===== config.mk =====
export PLATFORM = sky130hd
export DESIGN_NAME = pcm_frame_master_serdes_flat
export DESIGN_NICKNAME = d
export VERILOG_FILES = /design/src/hw/rtl/pcm_fms_pkg.sv /design/src/hw/rtl/pcm_fms_in_if.sv /design/src/hw/rtl/pcm_fms_out_if.sv /design/src/hw/rtl/pcm_fms_engine.sv /design/src/hw/rtl/pcm_frame_master_serdes.sv /design/src/flat_wrapper.sv
export SDC_FILE = /design/constraint.sdc
export NUM_CORES = 1
export LEC_CHECK = 0
export ABC_AREA = 1
export BUFFER_PORTS_ARGS = -buffer_cell sky130_fd_sc_hd__buf_2
export CAP_MARGIN = 10
export CORE_MARGIN = 2
export CORE_UTILIZATION = 45
export DETAILED_ROUTE_END_ITERATION = 8
export RECOVER_POWER = 100
export SLEW_MARGIN = 20
export SYNTH_ARGS = -nofsm -noshare
export SYNTH_HDL_FRONTEND = slang
export SYNTH_HIERARCHICAL = 1
export SYNTH_SLANG_ARGS = --single-unit

===== constraint.sdc =====
create_clock -name clk -period 3.8 [get_ports clk]
set_input_delay 0.57 -clock clk [delete_from_list [all_inputs] [get_ports clk]]
set_output_delay 0.57 -clock clk [all_outputs]
set_load 0.01 [all_outputs]

===== src/hw/rtl/pcm_fms_pkg.sv =====
// Package for the PCM frame master: shared constants and the item and result types.
// It has no dependencies. The interfaces and all modules of the block use it.
package pcm_fms_pkg;

  // Default frame shape: word width and number of slots per frame.
  localparam int SAMPLE_BITS_DEF = 16;
  localparam int SLOTS_DEF       = 2;

  // The sync pulse lasts two ticks, clock high and then clock low.
  localparam int SYNC_TICKS = 2;

  // Width of the transmit and receive words on the pins of the block.
  localparam int WORD_W = 16;

  // One input item, which is one half-bit tick.
  typedef struct packed {
    logic              din_level;
    logic [WORD_W-1:0] tx_word;
    logic              tx_enable;
    logic              rx_enable;
  } in_item_t;

  // One result item, which holds the pin levels for the tick.
  typedef struct packed {
    logic              clk_level;
    logic              sync_level;
    logic              dout_level;
    logic [WORD_W-1:0] rx_word;
    logic              frame_done;
  } result_t;

endpackage


===== src/hw/rtl/pcm_fms_in_if.sv =====
// Input channel of the PCM frame master: valid, ready and the tick fields.
// It depends on pcm_fms_pkg for the word width.
interface pcm_fms_in_if;
  logic                          valid;
  logic                          ready;
  logic                          din_level;
  logic [pcm_fms_pkg::WORD_W-1:0] tx_word;
  logic                          tx_enable;
  logic                          rx_enable;

  modport source (output valid, output din_level, output tx_word, output tx_enable,
                  output rx_enable, input ready);
  modport sink   (input valid, input din_level, input tx_word, input tx_enable,
                  input rx_enable, output ready);
endinterface


===== src/hw/rtl/pcm_fms_out_if.sv =====
// Result channel of the PCM frame master: valid, ready and the pin levels.
// It depends on pcm_fms_pkg for the word width.
interface pcm_fms_out_if;
  logic                          valid;
  logic                          ready;
  logic                          clk_level;
  logic                          sync_level;
  logic                          dout_level;
  logic [pcm_fms_pkg::WORD_W-1:0] rx_word;
  logic                          frame_done;

  modport source (output valid, output clk_level, output sync_level, output dout_level,
                  output rx_word, output frame_done, input ready);
  modport sink   (input valid, input clk_level, input sync_level, input dout_level,
                  input rx_word, input frame_done, output ready);
endinterface


===== src/hw/rtl/pcm_fms_engine.sv =====
// Frame engine of the PCM frame master: tick phase, shift registers and pin levels.
// It depends on pcm_fms_pkg for the item and result types.
module pcm_fms_engine #(
  parameter int SAMPLE_BITS     = pcm_fms_pkg::SAMPLE_BITS_DEF,
  parameter int SLOTS_PER_FRAME = pcm_fms_pkg::SLOTS_DEF
) (
  input  logic                  clk,
  input  logic                  rst_n,
  input  logic                  step,
  input  pcm_fms_pkg::in_item_t item,
  output pcm_fms_pkg::result_t  res
);
  import pcm_fms_pkg::*;

  localparam int FRAME_TICKS = SYNC_TICKS + 2 * SAMPLE_BITS * SLOTS_PER_FRAME;
  localparam int SLOT0_END   = SYNC_TICKS + 2 * SAMPLE_BITS;
  localparam int PW          = $clog2(FRAME_TICKS + 1);

  logic [PW-1:0]          phase_r, phase_nxt;
  logic [SAMPLE_BITS-1:0] tx_shift_r, tx_shift_nxt;
  logic [SAMPLE_BITS-1:0] rx_shift_r, rx_shift_nxt;
  logic                   dout_hold_r, dout_hold_nxt;
  logic                   tx_on_r, tx_on_nxt;
  logic                   rx_on_r, rx_on_nxt;
  logic                   active_r, active_nxt;

  logic                          start;
  logic                          last;
  logic [PW-1:0]                 p;
  logic [SAMPLE_BITS+WORD_W-1:0] tx_wide;
  logic [SAMPLE_BITS+WORD_W-1:0] rx_wide;

  // A frame starts on an idle tick with either enable set.
  assign start   = !active_r && (item.tx_enable || item.rx_enable);
  assign p       = start ? '0 : phase_r;
  assign last    = (p == PW'(FRAME_TICKS - 1));
  assign tx_wide = {{SAMPLE_BITS{1'b0}}, item.tx_word};
  assign rx_wide = {{WORD_W{1'b0}}, rx_shift_nxt};

  // Next state and pin levels for this tick.
  always_comb begin
    phase_nxt     = phase_r;
    tx_shift_nxt  = start ? tx_wide[SAMPLE_BITS-1:0] : tx_shift_r;
    rx_shift_nxt  = start ? '0 : rx_shift_r;
    tx_on_nxt     = start ? item.tx_enable : tx_on_r;
    rx_on_nxt     = start ? item.rx_enable : rx_on_r;
    dout_hold_nxt = dout_hold_r;
    active_nxt    = active_r || start;
    res           = '0;
    if (active_nxt) begin
      if (p < PW'(SYNC_TICKS)) begin
        res.sync_level = 1'b1;
        res.clk_level  = (p == '0);
      end else if (!p[0]) begin
        // Rising clock tick: drive the next bit, MSB first, zero fill behind it.
        res.clk_level = 1'b1;
        if (tx_on_nxt) begin
          dout_hold_nxt = tx_shift_nxt[SAMPLE_BITS-1];
          tx_shift_nxt  = {tx_shift_nxt[SAMPLE_BITS-2:0], 1'b0};
        end
      end else if (rx_on_nxt && (p < PW'(SLOT0_END))) begin
        // Falling clock tick of the first slot: sample data-in.
        rx_shift_nxt = {rx_shift_nxt[SAMPLE_BITS-2:0], item.din_level};
      end
      if (last) begin
        res.frame_done = 1'b1;
        res.rx_word    = rx_wide[WORD_W-1:0];
        active_nxt     = 1'b0;
        phase_nxt      = '0;
      end else begin
        phase_nxt = p + 1'b1;
      end
    end
    res.dout_level = dout_hold_nxt;
  end

  // Frame state, advanced once per tick that reaches this stage.
  always_ff @(posedge clk) begin
    if (!rst_n) begin
      phase_r     <= '0;
      tx_shift_r  <= '0;
      rx_shift_r  <= '0;
      dout_hold_r <= 1'b0;
      tx_on_r     <= 1'b0;
      rx_on_r     <= 1'b0;
      active_r    <= 1'b0;
    end else if (step) begin
      phase_r     <= phase_nxt;
      tx_shift_r  <= tx_shift_nxt;
      rx_shift_r  <= rx_shift_nxt;
      dout_hold_r <= dout_hold_nxt;
      tx_on_r     <= tx_on_nxt;
      rx_on_r     <= rx_on_nxt;
      active_r    <= active_nxt;
    end
  end

endmodule


===== src/hw/rtl/pcm_frame_master_serdes.sv =====
// PCM frame master: input register, frame engine and result register.
// A tick sits in the input register, then its result in the result register until taken.
// Throughput is one tick per cycle unless out_ch stalls, held by the two registers.
// Synchronous active-low reset empties both registers and puts the frame idle.
// It depends on pcm_fms_pkg, the two channel interfaces and pcm_fms_engine.
module pcm_frame_master_serdes #(
  parameter int SAMPLE_BITS     = pcm_fms_pkg::SAMPLE_BITS_DEF,
  parameter int SLOTS_PER_FRAME = pcm_fms_pkg::SLOTS_DEF
) (
  input logic           clk,
  input logic           rst_n,
  pcm_fms_in_if.sink    in_ch,
  pcm_fms_out_if.source out_ch
);
  import pcm_fms_pkg::*;

  logic     s1_v_r, s1_v_nxt;
  in_item_t s1_r;
  logic     out_v_r, out_v_nxt;
  result_t  out_r;
  result_t  res;
  logic     out_free;
  logic     in_xfer;
  logic     step;

  // The input register advances whenever the result register can take a tick.
  assign out_free    = !out_v_r || out_ch.ready;
  assign step        = s1_v_r && out_free;
  assign in_ch.ready = !s1_v_r || out_free;
  assign in_xfer     = in_ch.valid && in_ch.ready;
  assign s1_v_nxt    = in_xfer || (s1_v_r && !step);
  assign out_v_nxt   = step || (out_v_r && !out_ch.ready);

  pcm_fms_engine #(
    .SAMPLE_BITS     (SAMPLE_BITS),
    .SLOTS_PER_FRAME (SLOTS_PER_FRAME)
  ) u_engine (
    .clk   (clk),
    .rst_n (rst_n),
    .step  (step),
    .item  (s1_r),
    .res   (res)
  );

  // Valid flags of the two registers.
  always_ff @(posedge clk) begin
    if (!rst_n) begin
      s1_v_r  <= 1'b0;
      out_v_r <= 1'b0;
    end else begin
      s1_v_r  <= s1_v_nxt;
      out_v_r <= out_v_nxt;
    end
  end

  // Payload of the input register and the result register.
  always_ff @(posedge clk) begin
    if (in_xfer) begin
      s1_r.din_level <= in_ch.din_level;
      s1_r.tx_word   <= in_ch.tx_word;
      s1_r.tx_enable <= in_ch.tx_enable;
      s1_r.rx_enable <= in_ch.rx_enable;
    end
    if (step) begin
      out_r <= res;
    end
  end

  assign out_ch.valid      = out_v_r;
  assign out_ch.clk_level  = out_r.clk_level;
  assign out_ch.sync_level = out_r.sync_level;
  assign out_ch.dout_level = out_r.dout_level;
  assign out_ch.rx_word    = out_r.rx_word;
  assign out_ch.frame_done = out_r.frame_done;

endmodule


===== src/flat_wrapper.sv =====
// flat-port wrapper written by rule: the top's interface ports become plain ports
module pcm_frame_master_serdes_flat import pcm_fms_pkg::*;
#(
  parameter int SAMPLE_BITS     = pcm_fms_pkg::SAMPLE_BITS_DEF,
  parameter int SLOTS_PER_FRAME = pcm_fms_pkg::SLOTS_DEF
)
  (clk, rst_n, in_ch_valid, in_ch_din_level, in_ch_tx_word, in_ch_tx_enable, in_ch_rx_enable, in_ch_ready, out_ch_valid, out_ch_clk_level, out_ch_sync_level, out_ch_dout_level, out_ch_rx_word, out_ch_frame_done, out_ch_ready);
  pcm_fms_in_if in_ch_i ();
  pcm_fms_out_if out_ch_i ();
  input logic clk;
  input logic rst_n;
  input wire logic [$bits(in_ch_i.valid)-1:0] in_ch_valid;
  input wire logic [$bits(in_ch_i.din_level)-1:0] in_ch_din_level;
  input wire logic [$bits(in_ch_i.tx_word)-1:0] in_ch_tx_word;
  input wire logic [$bits(in_ch_i.tx_enable)-1:0] in_ch_tx_enable;
  input wire logic [$bits(in_ch_i.rx_enable)-1:0] in_ch_rx_enable;
  output wire logic [$bits(in_ch_i.ready)-1:0] in_ch_ready;
  output wire logic [$bits(out_ch_i.valid)-1:0] out_ch_valid;
  output wire logic [$bits(out_ch_i.clk_level)-1:0] out_ch_clk_level;
  output wire logic [$bits(out_ch_i.sync_level)-1:0] out_ch_sync_level;
  output wire logic [$bits(out_ch_i.dout_level)-1:0] out_ch_dout_level;
  output wire logic [$bits(out_ch_i.rx_word)-1:0] out_ch_rx_word;
  output wire logic [$bits(out_ch_i.frame_done)-1:0] out_ch_frame_done;
  input wire logic [$bits(out_ch_i.ready)-1:0] out_ch_ready;
  assign in_ch_i.valid = in_ch_valid;
  assign in_ch_i.din_level = in_ch_din_level;
  assign in_ch_i.tx_word = in_ch_tx_word;
  assign in_ch_i.tx_enable = in_ch_tx_enable;
  assign in_ch_i.rx_enable = in_ch_rx_enable;
  assign in_ch_ready = in_ch_i.ready;
  assign out_ch_valid = out_ch_i.valid;
  assign out_ch_clk_level = out_ch_i.clk_level;
  assign out_ch_sync_level = out_ch_i.sync_level;
  assign out_ch_dout_level = out_ch_i.dout_level;
  assign out_ch_rx_word = out_ch_i.rx_word;
  assign out_ch_frame_done = out_ch_i.frame_done;
  assign out_ch_i.ready = out_ch_ready;
  pcm_frame_master_serdes #(.SAMPLE_BITS(SAMPLE_BITS), .SLOTS_PER_FRAME(SLOTS_PER_FRAME)) u_core (.clk(clk), .rst_n(rst_n), .in_ch(in_ch_i), .out_ch(out_ch_i));
endmodule

==> run metrics, run 1 <==
crit path capture type register; Routed WL 8.358 mm; largest family of logic cells by synthesized area simple AND/OR/NAND/NOR gates; Power Total 1.824 mW; ANT nets after route 0; antenna violations before repair 0; # diodes 0; fraction of the mapped netlist area in adder cells 0.9172%; Pwr Density 409.9 nW/um^2; Hold Buf Count CTS 0; vias per cell 5.039; postcts setup bufs 0; RSZ-0062 raised after global routing false; post-synth cell types 36; Initial Utilization 46.70%; Mapped Area 4093 sq um; CTS sink cnt 84; CTS tree built; Max Slew Vio Count 53; syn avg cell area 8.251 sq um; type of the most critical hold path in2reg; LEAKAGE 1.766 nW; Post-synth EDFFs 39; die area 9873 sq um; Worst Path Required 3980 ps; WHS 388.3 ps; syn nets 522; post-synthesis sequential area ratio 50.63%; XOR/XNOR Fraction of Synth Area 0%; max frequency 0.3292 GHz; synthesis-stage register bit count 84; drt drc 0; overall routing resource usage 17.47%; synth warn 6; DR iter-0 viols 148; CTS Buf Count 9; number of port buffers 44; NumNets Final 556; asr flop ratio synth 0%; Tcrit/Tclk final 79.94%; Max-slew headroom -63.12%; final hold vios 0; total negative slack 0 ps; Critical Path AT 3210 ps; Period minus WS final 3038 ps; hpwl dp 5.258 mm; Die W 99.37 um; Area Overhead vs Synth 8.744%; core area 8763 sq um; crit-path max FO 40; post-synthesis cell count 496; Overflow after GRT 0; WL/cell 13.00 um; worst slew pin tran 2447 ps; Clk Latency, worst-skew pair 360 ps; vias in the first global route 2,913; root buffer cell clkbuf_8; cts repair resizes 0; clk_skew 16.18 ps; total number of vias 3,240; first drt pass iteration count 5; Post-synth top flop dfxtp_1; VDD IR max 0.0001676 V; Rows 34; setup violators final 0; Compound-Gate Fraction of Synth Area 10.76%; mux cell area share after synthesis 0.4891%; kind of critical path reg2reg; Final Wtd Congestion 0.8346; status finished with violations; first-pass GRT wire length 13.82 mm; H-tree depth 3; failing checks capacitance limit, slew limit; Vert. Die Dim 99.37 um; layout cells sized above 1 11.40%; Simple-Gate Fraction of Synth Area 27.15%; IO Count 45; Max Buffers Root-to-Sink 2; largest net degree at the start of global routing 53; Max-Cap Viols 1; CTS clock-pin slew for the worst setup and hold paths 80 ps; Worst setup SP type register
## layout by cell type, fill, tap and decap left out
| cell | instances |
|---|---|
| nor2_2 | 1 |
| buf_4 | 3 |
| bufinv_16 | 1 |
| mux2i_1 | 2 |
| clkinvlp_4 | 2 |
| o21ai_1 | 1 |
| a21oi_1 | 58 |
| nor2_8 | 2 |
| clkinv_1 | 4 |
| nand2_1 | 116 |
| o21ai_2 | 1 |
| nor3_4 | 1 |
| nand3_1 | 46 |
| nor4_1 | 1 |
| dfxtp_1 | 45 |
| ha_1 | 3 |
| nand4_1 | 15 |
| inv_2 | 4 |
| inv_1 | 66 |
| a21oi_2 | 1 |
| clkinv_2 | 1 |
| clkbuf_1 | 25 |
| nand2_2 | 1 |
| nand4_2 | 1 |
| nand3_4 | 1 |
| clkbuf_8 | 9 |
| nor2_1 | 29 |
| or2_2 | 1 |
| o21ai_0 | 22 |
| nand3_2 | 8 |
| edfxtp_1 | 39 |
| a31oi_1 | 1 |
| buf_2 | 22 |
| nand3b_1 | 1 |
| nor2_4 | 1 |
## cells by family (layout without fill, tap and decap cells)
| logic type | count (synthesis) | after routing |
|---|---|---|
| adder cells (fa/ha/maj) | 3 | 3 |
| AND/OR/NAND/NOR | 225 | 225 |
| flip-flops | 84 | 84 |
| buffers and inverters | 98 | 137 |
| AO/OA/AOI/OAI | 84 | 84 |
| multiplexers | 2 | 2 |
## final cells by class
| type | count | area (sq um) |
|---|---|---|
| fill | 845 | 4313 |
| sequential | 84 | 2072 |
| multi-input combinational | 314 | 1565 |
| inverter | 73 | 274.0 |
| timing repair buffer | 48 | 219.0 |
| tap | 108 | 135.1 |
| clock buffer | 11 | 131.4 |
| clock inverter | 5 | 53.80 |
## routing by layer
layer,GRT usage [%],wire (um),vias up
li1,-,-,1695
met1,23.04,3949,1469
met4,5.058,76,0
met3,4.076,403,5
met2,28.85,3928,71
met5,0,0,-
## report_power, final
group          total (mW)  leakage (nW)  switching, mW  internal, mW
sequential           1.01         0.760         0.0164         0.991
combinational       0.199         0.919          0.137        0.0624
clock               0.618        0.0870          0.317         0.301
## per-stage QoR
step           std cells  area, sq um  utilization [%]  worst slack [ps]
2_1_floorplan        496         4093                -             864.3
3_3_place_gp         627         4352            49.66              1284
3_5_place_dp         627         4352            49.66              1212
4_1_cts              643         4537            51.77              1093
5_1_grt              643         4451            50.79             452.2
6_report             643         4451            50.79             762.2
## worst max-delay path, cell delays in order, from the launching register on
cell      delay (ps)
edfxtp_1         450
o21ai_0          310
buf_4            410
nand2_1          210
inv_1            240
ha_1             180
inv_1             40
nor4_1           220
nand3_1          130
nor2_1           130
inv_1            270
a21oi_1          260
## worst paths after layout
path | start | to | slack, ps | cells after the start
max | u_core/s1_r[0] | u_core/out_ch.rx_word[14] | 760 | 11
min | in_ch_tx_word[0] | u_core/s1_r[2] | 390 | 1
max reg2reg | u_core/s1_r[0] | u_core/out_ch.rx_word[14] | 760 | 11
min reg2reg | u_core/u_engine/tx_shift_r[9] | u_core/u_engine/tx_shift_r[9] | 470 | 2
## registers in the layout, summed over array words and instances, names as in the netlist
register and flops:
u_core/u_engine/phase_r 7, u_core/u_engine/tx_on_r 1, u_core/u_engine/active_r 1, u_core/out_ch.sync_level 1, u_core/out_ch.valid 1, u_core/u_engine/rx_shift_r 16
u_core/out_ch.rx_word 16, u_core/out_ch.clk_level 1, u_core/u_engine/rx_on_r 1, u_core/s1_v_r 1, u_core/u_engine/dout_hold_r 1, u_core/out_ch.dout_level 1
u_core/s1_r 19, u_core/out_ch.frame_done 1, u_core/u_engine/tx_shift_r 16
## cells in the mapped netlist (2+ instances only)
| cell | count | area, sq um |
|---|---|---|
| nand3_2 | 9 | 90.09 |
| nor2_1 | 29 | 108.9 |
| o21ai_1 | 4 | 20.02 |
| clkbuf_1 | 8 | 30.03 |
| nand2_4 | 2 | 22.52 |
| buf_2 | 8 | 40.04 |
| nand2_1 | 114 | 427.9 |
| edfxtp_1 | 39 | 1171 |
| nor2_8 | 2 | 40.04 |
| inv_2 | 5 | 18.77 |
| a21oi_1 | 58 | 290.3 |
| dfxtp_1 | 45 | 900.9 |
| nand3_1 | 44 | 220.2 |
| buf_1 | 4 | 15.01 |
| nand4_1 | 15 | 93.84 |
| buf_4 | 2 | 15.01 |
| o21ai_0 | 18 | 90.09 |
| ha_1 | 3 | 37.54 |
| mux2i_1 | 2 | 20.02 |
| buf_6 | 2 | 22.52 |
| nand3_4 | 2 | 35.03 |
| inv_1 | 65 | 244.0 |
| clkinv_1 | 3 | 11.26 |
(Power assumes the default switching activity.)
==> run 2: changes to the inputs <==
ABC_AREA = 0   (was 1)
clock period = 3 ns   (was 3.8 ns; I/O delays follow)
==> run 2 against run 1 <==
The flow now finishes without violations. Critical endpoint is now u_core/u_engine/tx_shift_r[3]. Core utilization grew 0.44 points. Largest cell class unchanged. Clock-buffer cell count decreased by 2. Flip-flop and latch count is the same. Highest routed layer unchanged. Sequential share of layout area up 3.2 points.
==> run metrics, run 2 <==
status completed; Routed WL 7.294 mm; Max Slew Vio Count 0; vias per cell 5.359; syn avg cell area 10.31 sq um; first-pass GRT wire length 12.03 mm; WL/cell 14.39 um; reg2reg path depth 8; Overflow after GRT 0; setup violators final 0; antenna violations before repair 0; ANT nets after route 0; drt drc 0; CTS clock-pin slew for the worst setup and hold paths 80 ps; Final Wtd Congestion 0.8283; Max Buffers Root-to-Sink 2; commonest non-fill, non-tap cell in the layout nand2_1; worst slew pin tran 1049 ps; max frequency 0.4042 GHz; CTS Buf Count 9; synth warn 6; core area 8134 sq um; type of the most critical hold path in2reg; post-synth cell types 49; Post-synth EDFFs 39; Pwr Density 562.9 nW/um^2; cell taking the most area after synthesis edfxtp_1; Worst Path Required 3290 ps; Power Total 2.345 mW; final hold vios 0; Worst setup SP type register; total negative slack 0 ps; die area 9013 sq um; CP peak stage delay 480 ps; post-synthesis cell count 361; Clk Latency, worst-skew pair 350 ps; Mapped Area 3721 sq um; Max-Cap Viols 0; most frequent cell after synthesis nand2_1; Vert. Die Dim 94.94 um; share of the synthesized area in the top cell type 31.47%; overall routing resource usage 17.25%; H-tree depth 3; M1 WL 3.356 mm; Period minus WS final 2474 ps; cell family with most CP delay simple AND/OR/NAND/NOR gates; Hold Crit Start in_ch_tx_word[4]; syn nets 387; layout cells sized above 1 12.69%; routed wl met2 3.550 mm; Die W 94.94 um; DR iter-0 viols 128; RSZ-0062 raised after global routing false; crit-path max FO 34; LEAKAGE 1.691 nW; NumNets Final 423; top cells by count, synth nand2_1, dfxtp_1, edfxtp_1; root buffer cell clkbuf_8; hold worst-path end u_core/s1_r[6]; IO Count 45; VDD IR max 0.0003051 V; Rows 33; Max-slew headroom 29.39%; Largest Register u_core/s1_r; vias in the first global route 2,545; number of port buffers 44; clk_skew 5.753 ps; r2r startpoint u_core/out_ch.valid; total number of vias 2,717; most frequent cells in the layout nand2_1, dfxtp_1, edfxtp_1; Area Overhead vs Synth 11.97%; Tcrit/Tclk final 82.46%; critical path's slowest cell nor2b_4; postcts setup bufs 0; R2R setup slack 530 ps; number of cells on the critical path 8; R2R Path End u_core/u_engine/tx_shift_r[3]; DR top layer met4; synthesis-stage register bit count 84; met3 WL 297 um; CTS tree built; main area contributors after synthesis edfxtp_1, dfxtp_1, nand2_1; largest net degree at the start of global routing 45; cts repair resizes 0; post-synthesis sequential area ratio 55.68%; critical-path cell list nor2b_1 > nor2b_4 > buf_4 > nand4b_1 > a21oi_1 > clkbuf_2 > and2_0 > o31a_1; Critical Path AT 2760 ps; kind of critical path reg2reg; crit path capture type register; max FFs per register 19; Hold Buf Count CTS 0; hold path cells 1; # diodes 0; hpwl dp 4.747 mm; asr flop ratio synth 0%; first drt pass iteration count 4; Post-synth top flop dfxtp_1; CP bufs+invs 2; CTS sink cnt 84; Initial Utilization 45.75%
## run 2: cell count changes after synthesis, sizes merged, moves of 16 or more
cell	before	now
nand2	117	54
o21ai	24	3
and3	0	16
inv	70	7
nand3	55	20
mux2i	2	19
a21oi	59	23
## run 2: stage by stage
step	area [sq um]	setup slack, ps	instances	hold slack, ps	utilization (%)
after global placement	4006	534.4	491	457.9	49.25
after global routing	4167	260.1	507	247.4	51.22
after CTS	4230	585.9	507	256.2	52.01
after floorplan	3721	267.9	361	425.8	-
after detailed placement	4006	467.4	491	467.6	49.25
final	4167	526.2	507	273.8	51.22
## run 2: worst register-to-register path, cell delays in order, from the launching register on
cell and delay, ps:
dfxtp_1 350, nor2b_1 190, nor2b_4 480, buf_4 460
nand4b_1 180, a21oi_1 140, clkbuf_2 290, and2_0 190
o31a_1 140
## run 2: kinds of logic after synthesis
group	Yosys count	synth area share [%]
and+or+nand+nor	154	21.28
DFF	84	55.68
AOI/OAI and AO/OA	68	12.61
buffers and inverters	33	4.203
muxes	19	5.212
adders and majority gates	3	1.009
## run 2: layout make-up
class	count	area, sq um
tap	105	131.4
multi-input combinational	244	1478
timing repair buffer	51	235.2
sequential	84	2072
fill	744	3968
clock inverter	7	100.1
inverter	7	26.28
clock buffer	9	123.9
## run 2: worst max path at each step
stage                   startpoint  slack (ps)                             to
6_report       u_core/out_ch.valid         530  u_core/u_engine/tx_shift_r[3]
3_3_place_gp          out_ch_ready         530     u_core/u_engine/phase_r[6]
5_1_grt        u_core/out_ch.valid         260  u_core/u_engine/tx_shift_r[3]
3_5_place_dp          out_ch_ready         470  u_core/u_engine/tx_shift_r[0]
2_1_floorplan  u_core/out_ch.valid         270  u_core/u_engine/rx_shift_r[4]
4_1_cts              u_core/s1_v_r         590  u_core/u_engine/tx_shift_r[0]
## run 2: power by group
part           switching, mW  internal (mW)  leakage (nW)  total (mW)
combinational          0.115         0.0675         0.861       0.182
sequential            0.0279           1.25         0.728        1.28
clock                  0.411          0.473         0.102       0.884
## run 2: layer usage
metal / GRT usage (%) / vias up
li1: - / 1366
met1: 22.43 / 1278
met2: 28.49 / 66
met3: 3.113 / 7
met4: 6.884 / 0
met5: 0 / -
==> run 3: changes to the inputs <==
ABC_AREA = 1   (was 0)
PLACE_DENSITY = 0.66   (was unset)
clock period = 2.1 ns   (was 3 ns; I/O delays follow)
==> run 3 against run 2 <==
Register-to-register slack worse by 420 ps. Final cell count up 30%. Worst hold slack worse by 140 ps. Setup slack worse by 420 ps. Largest cell class unchanged. Highest routed layer unchanged. Largest power group unchanged.
==> run metrics, run 3 (synthesis results as in run 1) <==
status completed; number of port buffers 44; Period minus WS final 1991 ps; NumNets Final 570; Hold Buf Count CTS 0; Worst Path Required 2300 ps; first-pass GRT wire length 14.40 mm; Initial Utilization 46.70%; Power Total 3.360 mW; placed cell areas 4427 sq um; commonest non-fill, non-tap cell in the layout nand2_1; CTS clock-pin slew for the worst setup and hold paths 80 ps; Max-Cap Viols 0; VDD IR max 0.0004394 V; drt drc 0; # diodes 0; crit-path max FO 10; hpwl dp 5.301 mm; first drt pass iteration count 4; final hold vios 0; Largest Register u_core/s1_r; Area Overhead vs Synth 13.60%; die area 9873 sq um; Critical Path AT 2190 ps; LEAKAGE 1.873 nW; largest net degree at the start of global routing 53; vias per cell 5.043; max FFs per register 19; WHS 130.1 ps; root buffer cell clkbuf_8; Final Wtd Congestion 0.8776; WL/cell 12.96 um; setup violators final 0; total number of vias 3,313; Vert. Die Dim 99.37 um; critical path's slowest cell edfxtp_1; clk_skew 7.859 ps; Post-Place Cells 637; CP peak stage delay 440 ps; crit path capture type register; Rows 34; Pwr Density 722.6 nW/um^2; RSZ-0062 raised after global routing true; Max Slew Vio Count 0; DR iter-0 viols 172; critical-path cell list o21ai_4 > buf_4 > buf_4 > o21ai_2 > nand3_4 > nand2_4 > nor2_8 > buf_12 > nand3_2 > a21oi_1; overall routing resource usage 18.08%; Tcrit/Tclk final 94.81%; Max Buffers Root-to-Sink 2; cell area after layout 4649 sq um; total negative slack 0 ps; Die W 99.37 um; vias in the first global route 3,228; H-tree depth 3; kind of critical path reg2reg; antenna violations before repair 0; Worst setup SP type register; CTS sink cnt 84; CP dominant cell by count buf_4; Routed WL 8.515 mm; core area 8763 sq um; Final Non-Filler Cells 657; type of the most critical hold path in2reg; worst slew pin tran 1088 ps; layout cells sized above 1 16.03%; Overflow after GRT 0; max frequency 0.5023 GHz; CTS Buf Count 9; IO Count 45; Max-slew headroom 27.47%; fill cell count 850; most frequent cells in the layout nand2_1, inv_1, a21oi_1; CTS tree built; ANT nets after route 0; Clk Latency, worst-skew pair 350 ps
run 3: final timing paths:
| path | startpoint | endpoint | slack, ps | cells past startpoint |
|---|---|---|---|---|
| hold / removal | in_ch_tx_word[1] | u_core/s1_r[3] | 130 | 1 |
| setup reg to reg | u_core/s1_r[1] | u_core/out_ch.rx_word[8] | 110 | 10 |
| setup / recovery | u_core/s1_r[1] | u_core/out_ch.rx_word[8] | 110 | 10 |
| hold reg to reg | u_core/u_engine/tx_shift_r[7] | u_core/u_engine/tx_shift_r[7] | 470 | 2 |
run 3: final cells by class:
type | instances | area [sq um] | share of cell area, %
multi-input cells | 314 | 1638 | 35.23
clock inverters | 4 | 48.80 | 1.050
well taps | 108 | 135.1 | 2.906
flip-flops and latches | 84 | 2072 | 44.56
clock buffers | 12 | 145.1 | 3.122
inverters | 73 | 276.5 | 5.947
repair buffers | 62 | 334.1 | 7.185
run 3: power breakdown:
group / switching (mW) / leakage, nW / internal, mW
clock: 0.561 / 0.100 / 0.582
sequential: 0.0323 / 0.760 / 1.79
combinational: 0.260 / 1.01 / 0.133
run 3: metrics by stage:
stage          setup WS, ps  utilization (%)
3_5_place_dp          46.12            50.51
2_1_floorplan         8.081                -
4_1_cts               11.93            52.73
5_1_grt              -37.07            53.06
3_3_place_gp          149.8            50.51
6_report              109.1            53.06
run 3: metal layers:
metal  track usage (%)  up-vias  wire length [um]
met5                 0        -                 0
met4             4.636        0               115
met3             4.708        9               309
met2             32.02       54              4085
met1             21.91     1524              4005
li1                  -     1726                 -
run 3: what timing repair did:
action / CTS / global route
resized for setup: 0 / 8
endpoints found under the setup margin: 0 / 40
buffers inserted: 0 / 4
run 3: worst max-delay path: cells and delay by family, from the launching register on:
family,cells,cell delay [ps]
and+or+nand+nor,4,470
AOI/OAI and AO/OA,3,490
DFF,1,440
buffers and inverters,3,430
